==> config.mk <==
export PLATFORM = sky130hd
export DESIGN_NAME = swlrl_stamp_ram
export DESIGN_NICKNAME = d
export VERILOG_FILES = /design/src/rtl/swlrl_stamp_ram.sv
export SDC_FILE = /design/constraint.sdc
export NUM_CORES = 2
export LEC_CHECK = 0
export BUFFER_PORTS_ARGS = -buffer_cell sky130_fd_sc_hd__buf_2
export CAP_MARGIN = 20
export CORE_MARGIN = 3
export CORE_UTILIZATION = 35
export CTS_CLUSTER_DIAMETER = 40
export CTS_CLUSTER_SIZE = 16
export DETAILED_ROUTE_END_ITERATION = 10
export GPL_TIMING_DRIVEN = 1
export HOLD_SLACK_MARGIN = 0.05
export PLACE_DENSITY = 0.55
export SLEW_MARGIN = 20
export SYNTH_ARGS = -nofsm -noshare
export SYNTH_HDL_FRONTEND = slang
export SYNTH_SLANG_ARGS = --single-unit
==> constraint.sdc <==
create_clock -name clk -period 4.7 [get_ports clk]
set_input_delay 0.94 -clock clk [delete_from_list [all_inputs] [get_ports clk]]
set_output_delay 0.94 -clock clk [all_outputs]
set_load 0.03 [all_outputs]
==> src/rtl/swlrl_stamp_ram.sv <==
`timescale 1ns / 1ps

module swlrl_stamp_ram #(
  parameter int DATA_W = 32,
  parameter int ADDR_W = 7
) (
  input  logic              clk,
  input  logic              we,
  input  logic [ADDR_W-1:0] waddr,
  input  logic [DATA_W-1:0] wdata,
  input  logic [ADDR_W-1:0] raddr,
  output logic [DATA_W-1:0] rdata
);

  logic [DATA_W-1:0] mem [2**ADDR_W];

  always_ff @(posedge clk) begin
    if (we) begin
      mem[waddr] <= wdata;
    end
    rdata <= mem[raddr];
  end

endmodule

### After elaboration in Yosys (flattened, before gate mapping)

Memory sizes are Yosys's and may differ from the RTL's. A register that Yosys moved wholly into a read port is not among the register bits.
Cells that the tools add are included.

* muxes and demuxes: 2

Operator list (number)
* 2-to-1 mux 1 bit: 2

* bits in registers: 0
* RAM bits: 4096
* input bits: 48
* output and inout port bits: 32
* logic and storage cells: 3
* memories kept: 1

Memory list
* mem: words 128, width 32, read ports 1, clocked after memory_dff 1, wr ports 1, RTL line 15 `logic [DATA_W-1:0] mem [2**ADDR_W];`

### Depth between registers and ports, before layout

* depth after elaboration: 2
* gate-level depth with buffers: 8
* mapped depth without buffers: 4

### Worst setup path after synthesis

No wires, ideal clock.

* path type: input to register
* start point: in we
* end point: mem mem[98][0] (enable)
* library setup time: 461 ps
* arrival: 3718 ps
* required time: 4239 ps
* setup slack: 521 ps
* stages: 3
* buffers on the path: 1
* path through: clkbuf_1 > nand4_1 > nor3_1

* longest elaborated chain between the ends: 2

Ends and longest elaborated chain
* start: declaration: RTL line 8 `input logic we,`
* 2-to-1 mux 1 bit: RTL line 18 `if (we) begin`
* 2-to-1 mux 1 bit (implied by the code): RTL line 19 `mem[waddr] <= wdata;`
* end: declaration: RTL line 15

No other way between the ends.

==> flow_summary.html <==
<table>
<tr><th>Metric</th><th>Value</th></tr>
<tr><th colspan="2">CTS</th></tr>
<tr><td>TritonCTS clock tree</td><td>yes</td></tr>
<tr><td>Bufs on Longest Clock Path</td><td>4</td></tr>
<tr><td>Clock H-tree levels</td><td>5</td></tr>
<tr><td>Inserted Clock Buffers</td><td>474</td></tr>
<tr><td>Clock slew seen by the registers of the worst setup and hold paths</td><td>60 ps</td></tr>
<tr><td>Clock Root Buffer</td><td>sky130_fd_sc_hd__clkbuf_16</td></tr>
<tr><td>Hold_buf cts</td><td>0</td></tr>
<tr><td>Post-CTS setup buffer count</td><td>0</td></tr>
<tr><td>Insertion delay to the later sink of the worst-skew pair</td><td>1000 ps</td></tr>
<tr><td>Post-cts resize count</td><td>0</td></tr>
<tr><td>Number of sinks handled by clock tree synthesis</td><td>4,128</td></tr>
<tr><th colspan="2">Timing</th></tr>
<tr><td>Tcrit/Tclk final</td><td>0.7089</td></tr>
<tr><td>Shortest period the worst path allows</td><td>3332 ps</td></tr>
<tr><td>Setup ws final</td><td>1368 ps</td></tr>
<tr><td>Clock Skews</td><td>75.95 ps</td></tr>
<tr><td>Max-Slew Margin vs Limit</td><td>0.2308</td></tr>
<tr><td>Count of final max-slew check failures</td><td>0</td></tr>
<tr><td>Achievable frequency</td><td>300.1 MHz</td></tr>
<tr><td>Unrepaired setup endpoints after global routing</td><td>no</td></tr>
<tr><td>Aggregate negative setup slack</td><td>0 ps</td></tr>
<tr><td>Finish-stage setup viols</td><td>0</td></tr>
<tr><td>Hold violation count in the final report</td><td>0</td></tr>
<tr><td>Transition time at the pin with the least slew margin</td><td>1154 ps</td></tr>
<tr><th colspan="2">Routing</th></tr>
<tr><td>Drt first pass iters</td><td>6</td></tr>
<tr><td>Via count</td><td>71,900</td></tr>
<tr><td>Iter 0 DRT Violations</td><td>9,667</td></tr>
<tr><td>Detailed-route vias per instance</td><td>5.533</td></tr>
<tr><td>Count of nets left with antenna violations after detail routing</td><td>0</td></tr>
<tr><td>Drt total wl</td><td>444.8 mm</td></tr>
<tr><td>Number of remaining DRC errors</td><td>0</td></tr>
<tr><td>Routed length per placed instance</td><td>34.23 um</td></tr>
<tr><th colspan="2">Placed design</th></tr>
<tr><td>Setup slack at placement</td><td>379.0 ps</td></tr>
<tr><td>Port-buffer cells</td><td>79</td></tr>
<tr><td>DPL Wire Length</td><td>250.3 mm</td></tr>
<tr><td>RePlAce Congestion</td><td>0.8115</td></tr>
<tr><td>Placed standard-cell area</td><td>0.1680 mm^2</td></tr>
<tr><th colspan="2">Setup path</th></tr>
<tr><td>Required time at the worst-slack endpoint</td><td>5560 ps</td></tr>
<tr><td>Crit Path Class</td><td>input pin to flop</td></tr>
<tr><td>Endpoint kind of the worst setup timing path</td><td>flop</td></tr>
<tr><td>Critical path arrival</td><td>4190 ps</td></tr>
<tr><td>Critical Path Start Type</td><td>input pin</td></tr>
<tr><td>Maximum fanout count along the critical path</td><td>25</td></tr>
<tr><th colspan="2">Floorplan</th></tr>
<tr><td>Total core area</td><td>0.4433 mm^2</td></tr>
<tr><td>Die extent in x</td><td>674.2 um</td></tr>
<tr><td>Number of rows in the core area</td><td>244</td></tr>
<tr><td>Height of the die</td><td>674.2 um</td></tr>
<tr><td>Initial cell density of the core</td><td>0.3525</td></tr>
<tr><td>Number of primary I/O pins</td><td>80</td></tr>
<tr><td>Die area</td><td>0.4546 mm^2</td></tr>
<tr><th colspan="2">GRT</th></tr>
<tr><td>GR Overflow Total</td><td>0</td></tr>
<tr><td>Maximum number of pins on one net before global-route repair</td><td>129</td></tr>
<tr><td>Wire length of the first global-routing pass</td><td>612.5 mm</td></tr>
<tr><td>All-layer global routing usage</td><td>0.1947</td></tr>
<tr><td>Via count of the first global-routing pass</td><td>73,260</td></tr>
<tr><td>Initial antenna violation count</td><td>72</td></tr>
<tr><th colspan="2">Synthesis</th></tr>
<tr><td>Cells taking the most area after synthesis</td><td>sky130_fd_sc_hd__edfxtp_1 (79%), sky130_fd_sc_hd__mux4_2 (19%), sky130_fd_sc_hd__clkbuf_1 (0.44%), sky130_fd_sc_hd__dfxtp_1 (0.41%), sky130_fd_sc_hd__nor2_1 (0.29%)</td></tr>
<tr><td>Synthesis-stage register bit count</td><td>4,128</td></tr>
<tr><td>Distinct cells, synth</td><td>17</td></tr>
<tr><td>Cell count after synthesis</td><td>5,990</td></tr>
<tr><td>Warnings from Yosys</td><td>0</td></tr>
<tr><td>Sequential share of the synthesized area</td><td>0.7912</td></tr>
<tr><td>Mean instance size in the synthesized netlist</td><td>26.09 um^2</td></tr>
<tr><td>Post-Synthesis Net Count</td><td>6,038</td></tr>
<tr><td>Portion of synthesized cell area occupied by the leading cell type</td><td>0.7871</td></tr>
<tr><td>Largest area contributor in the netlist</td><td>sky130_fd_sc_hd__edfxtp_1</td></tr>
<tr><td>Synthesized cell area</td><td>0.1563 mm^2</td></tr>
<tr><th colspan="2">Pwr</th></tr>
<tr><td>Total power density per cell area</td><td>449.2 mW/mm^2</td></tr>
<tr><td>Worst vdd rail ir drop</td><td>0.3682 mV</td></tr>
<tr><td>Static power due to leakage</td><td>56.41 nW</td></tr>
<tr><th colspan="2">Outcome</th></tr>
<tr><td>Status</td><td>finished clean</td></tr>
<tr><th colspan="2">Layout</th></tr>
<tr><td>Area delta synth-&gt;final</td><td>18.13%</td></tr>
<tr><td>Storage cell area</td><td>0.1236 mm^2</td></tr>
<tr><td>Final instance area</td><td>0.1846 mm^2</td></tr>
<tr><td>Number of fill cells</td><td>37,790</td></tr>
<tr><td>Nets</td><td>6,646</td></tr>
<tr><td>Share of layout cells above drive strength 1</td><td>0.3954</td></tr>
<tr><td>Area used by multi-input combinational logic</td><td>0.03229 mm^2</td></tr>
<tr><th colspan="2">Worst hold path</th></tr>
<tr><td>Path category of the worst min-delay check</td><td>input pin to flop</td></tr>
<tr><th colspan="2">Job</th></tr>
<tr><td>Max_cap viols</td><td>0</td></tr>
</table>
==> critical path, cell delays in order <==
cell,delay [ps]
sky130_fd_sc_hd__buf_12,250
sky130_fd_sc_hd__buf_12,210
sky130_fd_sc_hd__buf_12,260
sky130_fd_sc_hd__buf_4,320
sky130_fd_sc_hd__mux4_2,540
sky130_fd_sc_hd__mux4_2,580
sky130_fd_sc_hd__mux4_2,640
sky130_fd_sc_hd__mux2_2,320
==> cell usage in the layout (no fill, tap or decap), types with 23 or more instances in the layout <==
master	netlist	layout
sky130_fd_sc_hd__clkbuf_16	0	476
sky130_fd_sc_hd__nor2_4	0	119
sky130_fd_sc_hd__inv_8	0	23
sky130_fd_sc_hd__dfxtp_1	32	32
sky130_fd_sc_hd__diode_2	0	68
sky130_fd_sc_hd__clkinvlp_4	0	68
sky130_fd_sc_hd__clkbuf_1	182	46
sky130_fd_sc_hd__clkinv_4	0	46
sky130_fd_sc_hd__clkinv_2	0	59
sky130_fd_sc_hd__inv_6	0	65
sky130_fd_sc_hd__mux4_2	1344	1344
sky130_fd_sc_hd__buf_12	0	109
sky130_fd_sc_hd__buf_4	3	292
sky130_fd_sc_hd__buf_2	79	40
sky130_fd_sc_hd__clkinv_1	0	37
sky130_fd_sc_hd__mux2_2	32	32
sky130_fd_sc_hd__edfxtp_1	4096	4096
sky130_fd_sc_hd__bufinv_16	0	49
==> flip-flops by register name, summed over array words and instances, names as in the netlist <==
signal  cells
rdata      32
mem      4096
==> per-stage QoR <==
stage                 util  power, mW  hold WS, ps  std cells
floorplan                -      43.54         1039       5990
global placement    0.3789      45.88         1128      12030
detailed placement  0.3789      45.95         1139      12030
CTS                 0.4160      83.61        303.3      12930
global route        0.4163      85.26        345.6      12970
finish              0.4164      82.92        378.5      13000
==> layout make-up <==
type / instances / share of cell area
multi-input combinational: 1546 / 0.1749
timing repair buffer: 448 / 0.02536
clock inverter: 378 / 0.02349
sequential: 4128 / 0.6698
tap: 5904 / 0.04002
clock buffer: 523 / 0.06553
antenna: 68 / 0.0009218
==> kinds of logic (layout without fill, tap and decap cells) <==
| logic type | count (synthesis) | count (layout) | synth area share |
|---|---|---|---|
| flops | 4128 | 4128 | 0.7912 |
| mux | 1376 | 1376 | 0.1960 |
| buf+inv | 316 | 1349 | 0.008391 |
| simple gates | 170 | 170 | 0.004460 |
| other cells | 0 | 68 | 0 |
==> report_power, final <==
| group | internal, mW | total (mW) | switching [mW] | leakage [nW] |
|---|---|---|---|---|
| Clock | 21.8 | 37.8 | 16.0 | 7.83 |
| Sequential | 40.7 | 40.9 | 0.219 | 37.1 |
| Combinational | 1.59 | 4.21 | 2.62 | 11.5 |
| Total | 64.1 | 82.9 | 18.9 | 56.4 |
==> worst paths after layout <==
| check | end | depth (start not counted) | startpoint | slack [ps] |
|---|---|---|---|---|
| max | rdata[17]$_DFF_P_ | 8 | raddr[0] | 1370 |
| min | mem[89][14]$_DFFE_PP_ | 1 | wdata[14] | 380 |
| max reg2reg | rdata[6]$_DFF_P_ | 4 | mem[108][6]$_DFFE_PP_ | 2020 |
| min reg2reg | rdata[10]$_DFF_P_ | 4 | mem[78][10]$_DFFE_PP_ | 1140 |
==> cells in the mapped netlist <==
library cell / instances
sky130_fd_sc_hd__mux4_2: 1344
sky130_fd_sc_hd__buf_2: 79
sky130_fd_sc_hd__clkbuf_1: 182
sky130_fd_sc_hd__nor2b_1: 7
sky130_fd_sc_hd__edfxtp_1: 4096
sky130_fd_sc_hd__nor3_1: 9
sky130_fd_sc_hd__mux2_2: 32
sky130_fd_sc_hd__buf_6: 2
sky130_fd_sc_hd__buf_1: 50
sky130_fd_sc_hd__nand3_1: 12
sky130_fd_sc_hd__nor2_1: 122
sky130_fd_sc_hd__nand2_1: 14
sky130_fd_sc_hd__buf_4: 3
sky130_fd_sc_hd__nand2b_1: 2
sky130_fd_sc_hd__or3_1: 1
sky130_fd_sc_hd__dfxtp_1: 32
sky130_fd_sc_hd__nand4_1: 3
==> per-layer routing <==
layer,vias to the layer above,wire length (um),global-route usage
li1,27890,-,-
met1,40370,175700,0.2640
met2,2998,219100,0.3168
met3,630,33100,0.03233
met4,14,16750,0.07387
met5,-,98,0
Note: power is estimated with default switching activity, not from simulation.
