===== src/rtl/swlrl_pkg.sv =====
`timescale 1ns / 1ps

package swlrl_pkg;

  localparam int USERS     = 16;
  localparam int LOG_DEPTH = 8;
  localparam int TIME_BITS = 32;

  localparam int USER_ID_W   = 4;
  localparam int IN_WINDOW_W = 4;
  localparam int MAX_REQ_W   = 4;
  localparam int WINDOW_W    = 16;
  localparam int CFG_IDX_W   = 1;
  localparam int CFG_DATA_W  = 16;

  localparam int USER_W = $clog2(USERS);
  localparam int SLOT_W = $clog2(LOG_DEPTH);
  localparam int CNT_W  = $clog2(LOG_DEPTH + 1);
  localparam int ADDR_W = USER_W + SLOT_W;

  localparam int RESET_MAX_REQ = 3;
  localparam int RESET_WINDOW  = 10;

  typedef enum logic [CFG_IDX_W-1:0] {
    REG_MAX_REQUESTS = 1'b0,
    REG_WINDOW_TICKS = 1'b1
  } cfg_reg_t;

  typedef enum logic {
    OP_TICK    = 1'b0,
    OP_REQUEST = 1'b1
  } op_t;

  typedef enum logic [1:0] {
    S_IDLE,
    S_CHECK,
    S_DECIDE
  } state_t;

  // per-user ring pointer and fill count
  typedef struct packed {
    logic [SLOT_W-1:0] head;
    logic [CNT_W-1:0]  count;
  } meta_t;

  typedef struct packed {
    logic              en;
    logic [USER_W-1:0] user;
    meta_t             meta;
  } meta_wr_t;

  function automatic logic [SLOT_W-1:0] slot_inc(input logic [SLOT_W-1:0] slot);
    logic [SLOT_W-1:0] res;
    if (slot == SLOT_W'(LOG_DEPTH - 1)) res = '0;
    else res = slot + SLOT_W'(1);
    return res;
  endfunction

  // (head + cnt) mod LOG_DEPTH; cnt never exceeds LOG_DEPTH
  function automatic logic [SLOT_W-1:0] slot_add(input logic [SLOT_W-1:0] head,
                                                 input logic [CNT_W-1:0]  cnt);
    logic [CNT_W:0] sum;
    sum = (CNT_W+1)'(head) + (CNT_W+1)'(cnt);
    if (sum >= (CNT_W+1)'(LOG_DEPTH)) sum = sum - (CNT_W+1)'(LOG_DEPTH);
    return sum[SLOT_W-1:0];
  endfunction

endpackage


===== src/rtl/swlrl_meta.sv =====
`timescale 1ns / 1ps

module swlrl_meta (
  input  logic                      clk,
  input  logic                      rst,
  input  logic [swlrl_pkg::USER_W-1:0] rd_user,
  output swlrl_pkg::meta_t          rd_meta,
  input  swlrl_pkg::meta_wr_t       wr
);

  import swlrl_pkg::*;

  meta_t table_q [USERS];

  always_ff @(posedge clk) begin
    if (rst) begin
      for (int i = 0; i < USERS; i++) begin
        table_q[i] <= '0;
      end
    end else if (wr.en) begin
      table_q[wr.user] <= wr.meta;
    end
  end

  assign rd_meta = table_q[rd_user];

  // a count above the ring size would corrupt the scan
  a_count_bound: assert property (@(posedge clk) disable iff (rst)
    wr.en |-> wr.meta.count <= CNT_W'(LOG_DEPTH))
    else $error("meta count beyond ring depth");

  a_head_bound: assert property (@(posedge clk) disable iff (rst)
    wr.en |-> 32'(wr.meta.head) < LOG_DEPTH)
    else $error("meta head beyond ring depth");

  a_write_lands: assert property (@(posedge clk) disable iff (rst)
    wr.en |=> table_q[$past(wr.user)] == $past(wr.meta))
    else $error("meta write lost");

endmodule


===== config.mk =====
export PLATFORM = sky130hd
export DESIGN_NAME = swlrl_meta
export DESIGN_NICKNAME = d
export VERILOG_FILES = /design/src/rtl/swlrl_pkg.sv /design/src/rtl/swlrl_meta.sv
export SDC_FILE = /design/constraint.sdc
export NUM_CORES = 1
export LEC_CHECK = 0
export BUFFER_PORTS_ARGS = -buffer_cell sky130_fd_sc_hd__buf_2
export CORE_MARGIN = 2
export CORE_UTILIZATION = 38
export CTS_BUF_LIST = sky130_fd_sc_hd__clkbuf_8 sky130_fd_sc_hd__clkbuf_16
export CTS_CLUSTER_DIAMETER = 50
export CTS_CLUSTER_SIZE = 16
export DETAILED_ROUTE_END_ITERATION = 7
export MAX_ROUTING_LAYER = met4
export PLACE_DENSITY = 0.52
export SKIP_CTS_REPAIR_TIMING = 1
export SLEW_MARGIN = 20
export SYNTH_ARGS = -nofsm -noshare
export SYNTH_HDL_FRONTEND = slang
export SYNTH_SLANG_ARGS = --single-unit

===== constraint.sdc =====
create_clock -name clk -period 1.9 [get_ports clk]
set_clock_uncertainty 0.15 [all_clocks]
set_input_delay 0.19 -clock clk [delete_from_list [all_inputs] [get_ports clk]]
set_output_delay 0.19 -clock clk [all_outputs]
set_load 0.02 [all_outputs]

== Word-level counts from Yosys, hierarchy flattened ==
Memories as Yosys holds them, arrays and structs flattened.
Index checks and enable logic that the tools add are counted.

* Word-level logic and storage cells: 10
* Bits in read-only memories: 0
* Bits in registers: 0
* Latch bits: 0
* Memories kept: 1
* Output and inout bits: 7
* RAM bits: 112

{| class="wikitable"
|+ Memory list
! name !! words !! width !! read ports !! clocked after Yosys merged registers in !! wr ports !! line !! source
|-
| table_q || 16 || 7 || 1 || 0 || 16 || swlrl_meta.sv:13 || <nowiki>meta_t table_q [USERS];</nowiki>
|}

* Shift-type cells: 0
* Mux-type cells: 8
* Multiply operators: 0
* Eq/ne operators: 0
* Reductions and logical operators: 1
* Add/subtract/negate cells: 0
* Divide/modulo/power cells: 0
* Magnitude comparators: 0
* Bitwise logic cells: 0

{| class="wikitable"
|+ Operator list
! kind !! number
|-
| $mux W7 || 1
|-
| $reduce_or A7 Y1 || 1
|-
| $mux W1 || 6
|-
| $mux W4 || 1
|}

== Longest topological paths before layout ==
Gate-level depths: netlist of the first run.

* Depth in word-level cells: 5
* Mapped depth: 5
* Mapped depth without buffers: 3

== Worst setup path after synthesis of the first run ==
OpenSTA, ideal clock, no wires.

* Path type: input-to-output
* Start point: input rd_user[0] (netlist name)
* End point: output rd_meta[3] (netlist name)
* Cell stages on the path: 5
* Data required time: 1.560 ns
* Path buffers: 2
* Arrival: 1.361 ns
* Slack: 0.199 ns
* Path through: buf_6 > buf_4 > mux4_2 > a22oi_1 > nand2_1

{| class="wikitable"
|+ RTL lines
! what !! line !! source
|-
| start, declared || swlrl_meta.sv:6 || <nowiki>input logic [swlrl_pkg::USER_W-1:0] rd_user,</nowiki>
|-
| end, declared || swlrl_meta.sv:7 || <nowiki>output swlrl_pkg::meta_t rd_meta,</nowiki>
|}

==> results of run 1 <==
layer usage:
layer | part of all wire, % | vias to the layer above
met5 | 0 | -
met2 | 50 | 64
met4 | 1.6 | 0
met1 | 45 | 1429
li1 | - | 1310
met3 | 3.4 | 10
Yosys cell counts, drive strengths merged:
cell	count	area share, %
nor2b	2	0.24
and2	113	14
nor2	13	0.95
nor3	4	0.48
a22oi	14	2.0
or4b	1	0.19
nand2	8	0.58
nand4bb	2	0.44
or2	16	1.9
clkbuf	12	0.87
edfxtp	112	65
buf	5	0.78
nand2b	2	0.24
mux4	28	12
nand4b	1	0.17
per-stage QoR:
stage / total power, W / setup TNS, ps
after floorplan: 0.00322 / 0
after global placement: 0.00343 / -321
after detailed placement: 0.00343 / -374
after CTS: 0.00526 / -1350
after global routing: 0.00541 / -1290
final: 0.00524 / -886
path summary, 6_finish.rpt:
| check | start | to | slack [ps] | cells past startpoint |
|---|---|---|---|---|
| worst min-delay path | wr[1] | table_q[12][1] | 200 | 2 |
| worst max-delay path | table_q[10][5] | rd_meta[5] | -160 | 4 |
power groups by stage:
stage	Sequential [W]	Clock (W)	Combinational, W
after CTS	0.00290	0.00188	0.000476
final	0.00290	0.00185	0.000496
after detailed placement	0.00295	0	0.000475
after global routing	0.00291	0.00197	0.000533
after global placement	0.00295	0	0.000473
after floorplan	0.00293	0	0.000291
cell families (layout without fill, tap and decap cells):
family | count (synthesis) | after routing
AOI/OAI and AO/OA | 14 | 14
buffers and inverters | 17 | 62
DFF | 112 | 112
muxes | 28 | 28
and+or+nand+nor | 162 | 162
worst max-delay path, delay by kind of cell, from the launching register on:
family,cells,cell delay (ps)
buffers and inverters,1,160
flip-flops,1,390
multiplexers,1,530
AO/OA/AOI/OAI,1,200
AND/OR/NAND/NOR,1,80
area by class of cell:
type | instances | share of cell area, %
clock buffer | 9 | 3.75
clock inverter | 6 | 1.02
multi-input combinational | 204 | 29.2
sequential | 112 | 56.0
tap | 176 | 3.66
timing repair buffer | 47 | 6.43
cells in the final DEF, fill, tap and decap left out, drive strengths merged:
cell      Yosys  final
nand4bb       2      2
clkbuf       12      9
a22oi        14     14
nor2b         2      2
or4b          1      1
nor3          4      4
clkinvlp      0      3
nand2b        2      2
edfxtp      112    112
and2        113    113
nand4b        1      1
bufinv        0      1
or2          16     16
nand2         8      8
buf           5     47
nor2         13     13
mux4         28     28
clkinv        0      2
==> out/qor.yml, run 1 <==
floorplanning:
  die_y_microns: 121
  rows: 42
  io_pins: 25
  fp.dieArea_sq_um: 14500
  die_w_microns: 121
  initial_utilization_pct: 39.0
  core_area_sq_um: 13200
worst_setup_path:
  critPathSlowestCell: "mux4_2"
  critPathRequiredTime_ps: 1560
  cp.arrival_ps: 1720
  critical_path.cell_chain: "mux4_2 -> a22oi_2 -> nand2_1 -> buf_2"
  cp-end-kind: "primary output"
  startpoint_type: "flip-flop"
  crit_type: "reg -> out"
  critical_path.max_stage_delay_ps: 530
  cp_max_fo: 1
sta:
  period_share_pct: 108
  final_max_slew_viol_count: 0
  finalSetupViolCount: 7
  worst_slack_ps: -156
  grt_setup_unrepaired: "true"
  finalHoldViolations: 0
  fmax_mhz: 486
  post-route-min-period_ps: 2060
  max_slew_margin_pct: 55.5
  hold_ws_ps: 201
  worstMarginPinSlew_ps: 666
cts:
  cts_inserted_buffers: 9
  cts_root_buf: "clkbuf_16"
  cts.sinks: 112
  path_clk_slew_ps: 70
  clockBufferDepth: 2
  htree_levels: 3
  cts_tree: "yes"
finish:
  multi_input_area_sq_um: 1750
  drive_gt1_share_pct: 30.2
  nets: 392
  area_delta_synth_final_pct: 16.4
  reg_top3: "table_q (112)"
  fin_util_pct: 45.4
  fin_area_sq_um: 6010
  top_register: "table_q"
  regArea_sq_um: 3360
  n_antenna_cell: 0
  finalNonFillerCells: 554
  largest_reg_flops: 112
  fillers: 1200
grt:
  grt_pass1_vias: 2914
  grt_use_met1_pct: 23.2
  grt_pass1_wl_microns: 17800
  use_met3_pct: 3.92
  antenna_found_initial: 0
  grt_max_degree: 20
  gr-max-usage-layer: "met2"
  grtUsageTotal_pct: 17.8
  grt_use_met2_pct: 27.9
  gr-total-overflow: 0
synthesis:
  ys_warn_count: 0
  synthAdderAreaFrac_pct: 0
  synthesis.nets: 351
  ys_seq_area_share_pct: 65.2
  yosys.area_share.simple_pct: 18.9
  ys_ff_latch: 112
  avgSynthCellArea_sq_um: 15.5
  yosysUniqueCellTypes: 18
  synth_compound_area_share_pct: 2.04
  synthMuxAreaShare_pct: 12.2
  synth_xor_area_share_pct: 0
  synth.cell_area_sq_um: 5160
  synth_cells: 333
  synth_top_family_by_area: "simple AND/OR/NAND/NOR gates"
detailed_routing:
  wirelength_microns: 11600
  vias: 2813
  drc: 0
  vias_per_cell: 5.08
  first_pass_iters: 4
  final_antenna_net_count: 0
  drt_iter0_markers: 213
  post_drt_wl_per_cell_microns: 21.0
power:
  netSwitchingFraction_pct: 22.1
  power_per_cell_area_nw_per_um2: 873
  p_comb_share_pct: 9.5
  p_int_w: 0.00408
  p_switching_w: 0.00116
  seqPwrFrac_pct: 55.3
  ir_drop_uv: 488
  p_leak_nw: 2.12
  clock_power_share_pct: 35.3
placement:
  hpwl_microns: 8500
  port_buffers: 24
  dp.cells: 539
  dp_worst_setup_slack_ps: -67.0
  place_area_sq_um: 5660
  gp_congestion: 0.797
flow_run:
  maxCapViolCount: 0
worst_hold_path:
  hold_path.class: "in -> reg"
run_status:
  violations: "setup timing"
  status: "complete, but fails checks"
Note: power is estimated with default switching activity, not from simulation.
==> run 2, diff against run 1 <==
CORE_UTILIZATION = 55   (was 38)
PLACE_DENSITY = 0.71   (was 0.52)
==> run 2 against run 1 <==
The run still ends with setup timing left. Critical path depth unchanged. Count of clock-buffer cells in the layout stayed put. Core utilization up 17 points. First-iteration DRC count increased by 15%. Non-clock buffer count decreased by 1. Cell area fell by 4.3%. Flip-flop and latch count did not move. Global-route usage up 6.2 points. Cell count shrank 12%.
==> out/qor.yml, run 2 (synthesis gave the netlist of run 1 again) <==
power:
  power_per_cell_area_nw_per_um2: 808  # was 873 nW/um^2
  netSwitchingFraction_pct: 23.8  # was 22.1%
  p_comb_share_pct: 10.1  # was 9.5%
  seqPwrFrac_pct: 62.6  # was 55.3%
  power_w: 0.00465  # was 0.00524 W
  ir_drop_uv: 331  # was 488 uV
  clock_power_share_pct: 27.4  # was 35.3%
  p_int_w: 0.00354  # was 0.00408 W
  p_switching_w: 0.00111  # was 0.00116 W
  p_leak_nw: 2.06  # was 2.12 nW
finish:
  reg_top3: "table_q (112)"  # unchanged
  n_antenna_cell: 0  # unchanged
  top_register: "table_q"  # unchanged
  largest_reg_flops: 112  # unchanged
  nets: 391  # was 392
  regArea_sq_um: 3360  # unchanged
  final_common_cell: "and2_1"  # unchanged
  area_delta_synth_final_pct: 11.4  # was 16.4%
  multi_input_area_sq_um: 1740  # was 1750 sq um
  final_cell_mix: "and2_1, edfxtp_1, mux4_2, buf_2, buf_4"  # unchanged
  drive_gt1_share_pct: 28.8  # was 30.2%
  fillers: 664  # was 1200
worst_hold_path:
  hold_path.class: "in -> reg"  # unchanged
grt:
  grt_pass1_vias: 2845  # was 2914
  grtUsageTotal_pct: 24.0  # was 17.8%
  gr-total-overflow: 0  # unchanged
  grt_max_degree: 28  # was 20
  grt_pass1_wl_microns: 16600  # was 17800 microns
  antenna_found_initial: 0  # unchanged
floorplanning:
  core_area_sq_um: 9150  # was 13200 sq um
  rows: 35  # was 42
  io_pins: 25  # unchanged
  fp.dieArea_sq_um: 10200  # was 14500 sq um
  die_w_microns: 101  # was 121 microns
  initial_utilization_pct: 56.4  # was 39.0%
  die_y_microns: 101  # was 121 microns
sta:
  final_max_slew_viol_count: 0  # unchanged
  hold_ws_ps: 191  # was 201 ps
  worstMarginPinSlew_ps: 712  # was 666 ps
  grt_setup_unrepaired: "true"  # unchanged
  period_share_pct: 112  # was 108%
  finalSetupViolCount: 7  # unchanged
  worst_slack_ps: -223  # was -156 ps
  finalHoldViolations: 0  # unchanged
  max_slew_margin_pct: 52.4  # was 55.5%
  fmax_mhz: 471  # was 486 MHz
  post-route-min-period_ps: 2120  # was 2060 ps
placement:
  gp_congestion: 0.837  # was 0.797
  hpwl_microns: 7660  # was 8500 microns
  port_buffers: 24  # unchanged
worst_setup_path:
  cp_max_fo: 1  # unchanged
  crit_type: "reg -> out"  # unchanged
  critPathRequiredTime_ps: 1560  # about the same
  critPathSlowestCell: "mux4_2"  # unchanged
  cp_top_family: "multiplexers"  # unchanged
  cp.arrival_ps: 1780  # was 1720 ps
  critical_path.cell_chain: "mux4_2 -> a22oi_2 -> nand2_1 -> buf_6"  # was mux4_2 -> a22oi_2 -> nand2_1 -> buf_2
  critical_path.max_stage_delay_ps: 510  # was 530 ps
  cp-end-kind: "primary output"  # unchanged
  cp_num_buf_inv: 1  # unchanged
  startpoint_type: "flip-flop"  # unchanged
cts:
  cts_root_buf: "clkbuf_8"  # was clkbuf_16
  htree_levels: 3  # unchanged
  cts.sinks: 112  # unchanged
  cts_tree: "yes"  # unchanged
  path_clk_slew_ps: 110  # was 70 ps
  cts_inserted_buffers: 9  # unchanged
  clockBufferDepth: 2  # unchanged
run_status:
  violations: "setup timing"  # unchanged
  status: "complete, but fails checks"  # unchanged
detailed_routing:
  final_antenna_net_count: 0  # unchanged
  first_pass_iters: 4  # unchanged
  drc: 0  # unchanged
  wirelength_microns: 11100  # was 11600 microns
  post_drt_wl_per_cell_microns: 22.6  # was 21.0 microns
  drt_iter0_markers: 244  # was 213
  vias_per_cell: 5.99  # was 5.08
  vias: 2929  # was 2813
flow_run:
  maxCapViolCount: 0  # unchanged
run 2: changes by cell type in the layout (fill, tap and decap cells not counted), sizes merged:
cell,before,now
buf,47,46
bufinv,1,0
clkinv,2,1
clkinvlp,3,1
inv,0,5
run 2: through the flow:
step	setup slack (ps)	std cells	TNS [ps]	util [%]	cell area, sq um
global placement	-35.0	473	-35.0	60.5	5540
floorplan	199	333	0	-	5160
CTS	-259	489	-1490	62.4	5710
finish	-223	489	-1280	62.8	5750
global route	-259	489	-1670	62.8	5750
detailed placement	-19.9	473	-28.7	60.5	5540
run 2: worst paths after layout:
check	from	endpoint	slack, ps	cells after the start
worst max-delay path	table_q[14][1]	rd_meta[1]	-220	4
worst min-delay path	wr[5]	table_q[9][5]	190	2
run 2: power by group through the flow:
stage | clock (W) | combinational [W] | sequential (W)
floorplan | 0 | 0.000291 | 0.00293
global placement | 0 | 0.000440 | 0.00296
detailed placement | 0 | 0.000446 | 0.00296
CTS | 0.00128 | 0.000447 | 0.00291
global route | 0.00136 | 0.000503 | 0.00292
finish | 0.00127 | 0.000468 | 0.00291
run 2: cell type report:
type,count,share of cell area (%)
clock buffers,9,2.15
clock inverters,7,0.783
multi-input cells,204,30.2
flip-flops and latches,112,58.5
well taps,111,2.42
repair buffers,46,5.94
run 2: per-layer routing:
layer  track usage (%)  vias to the layer above  wire, microns
li1                  -                     1309              -
met4              8.75                        0            237
met1              35.7                     1477           4830
met3              4.65                       15            848
met5                 -                        -              0
met2              33.2                      128           5140
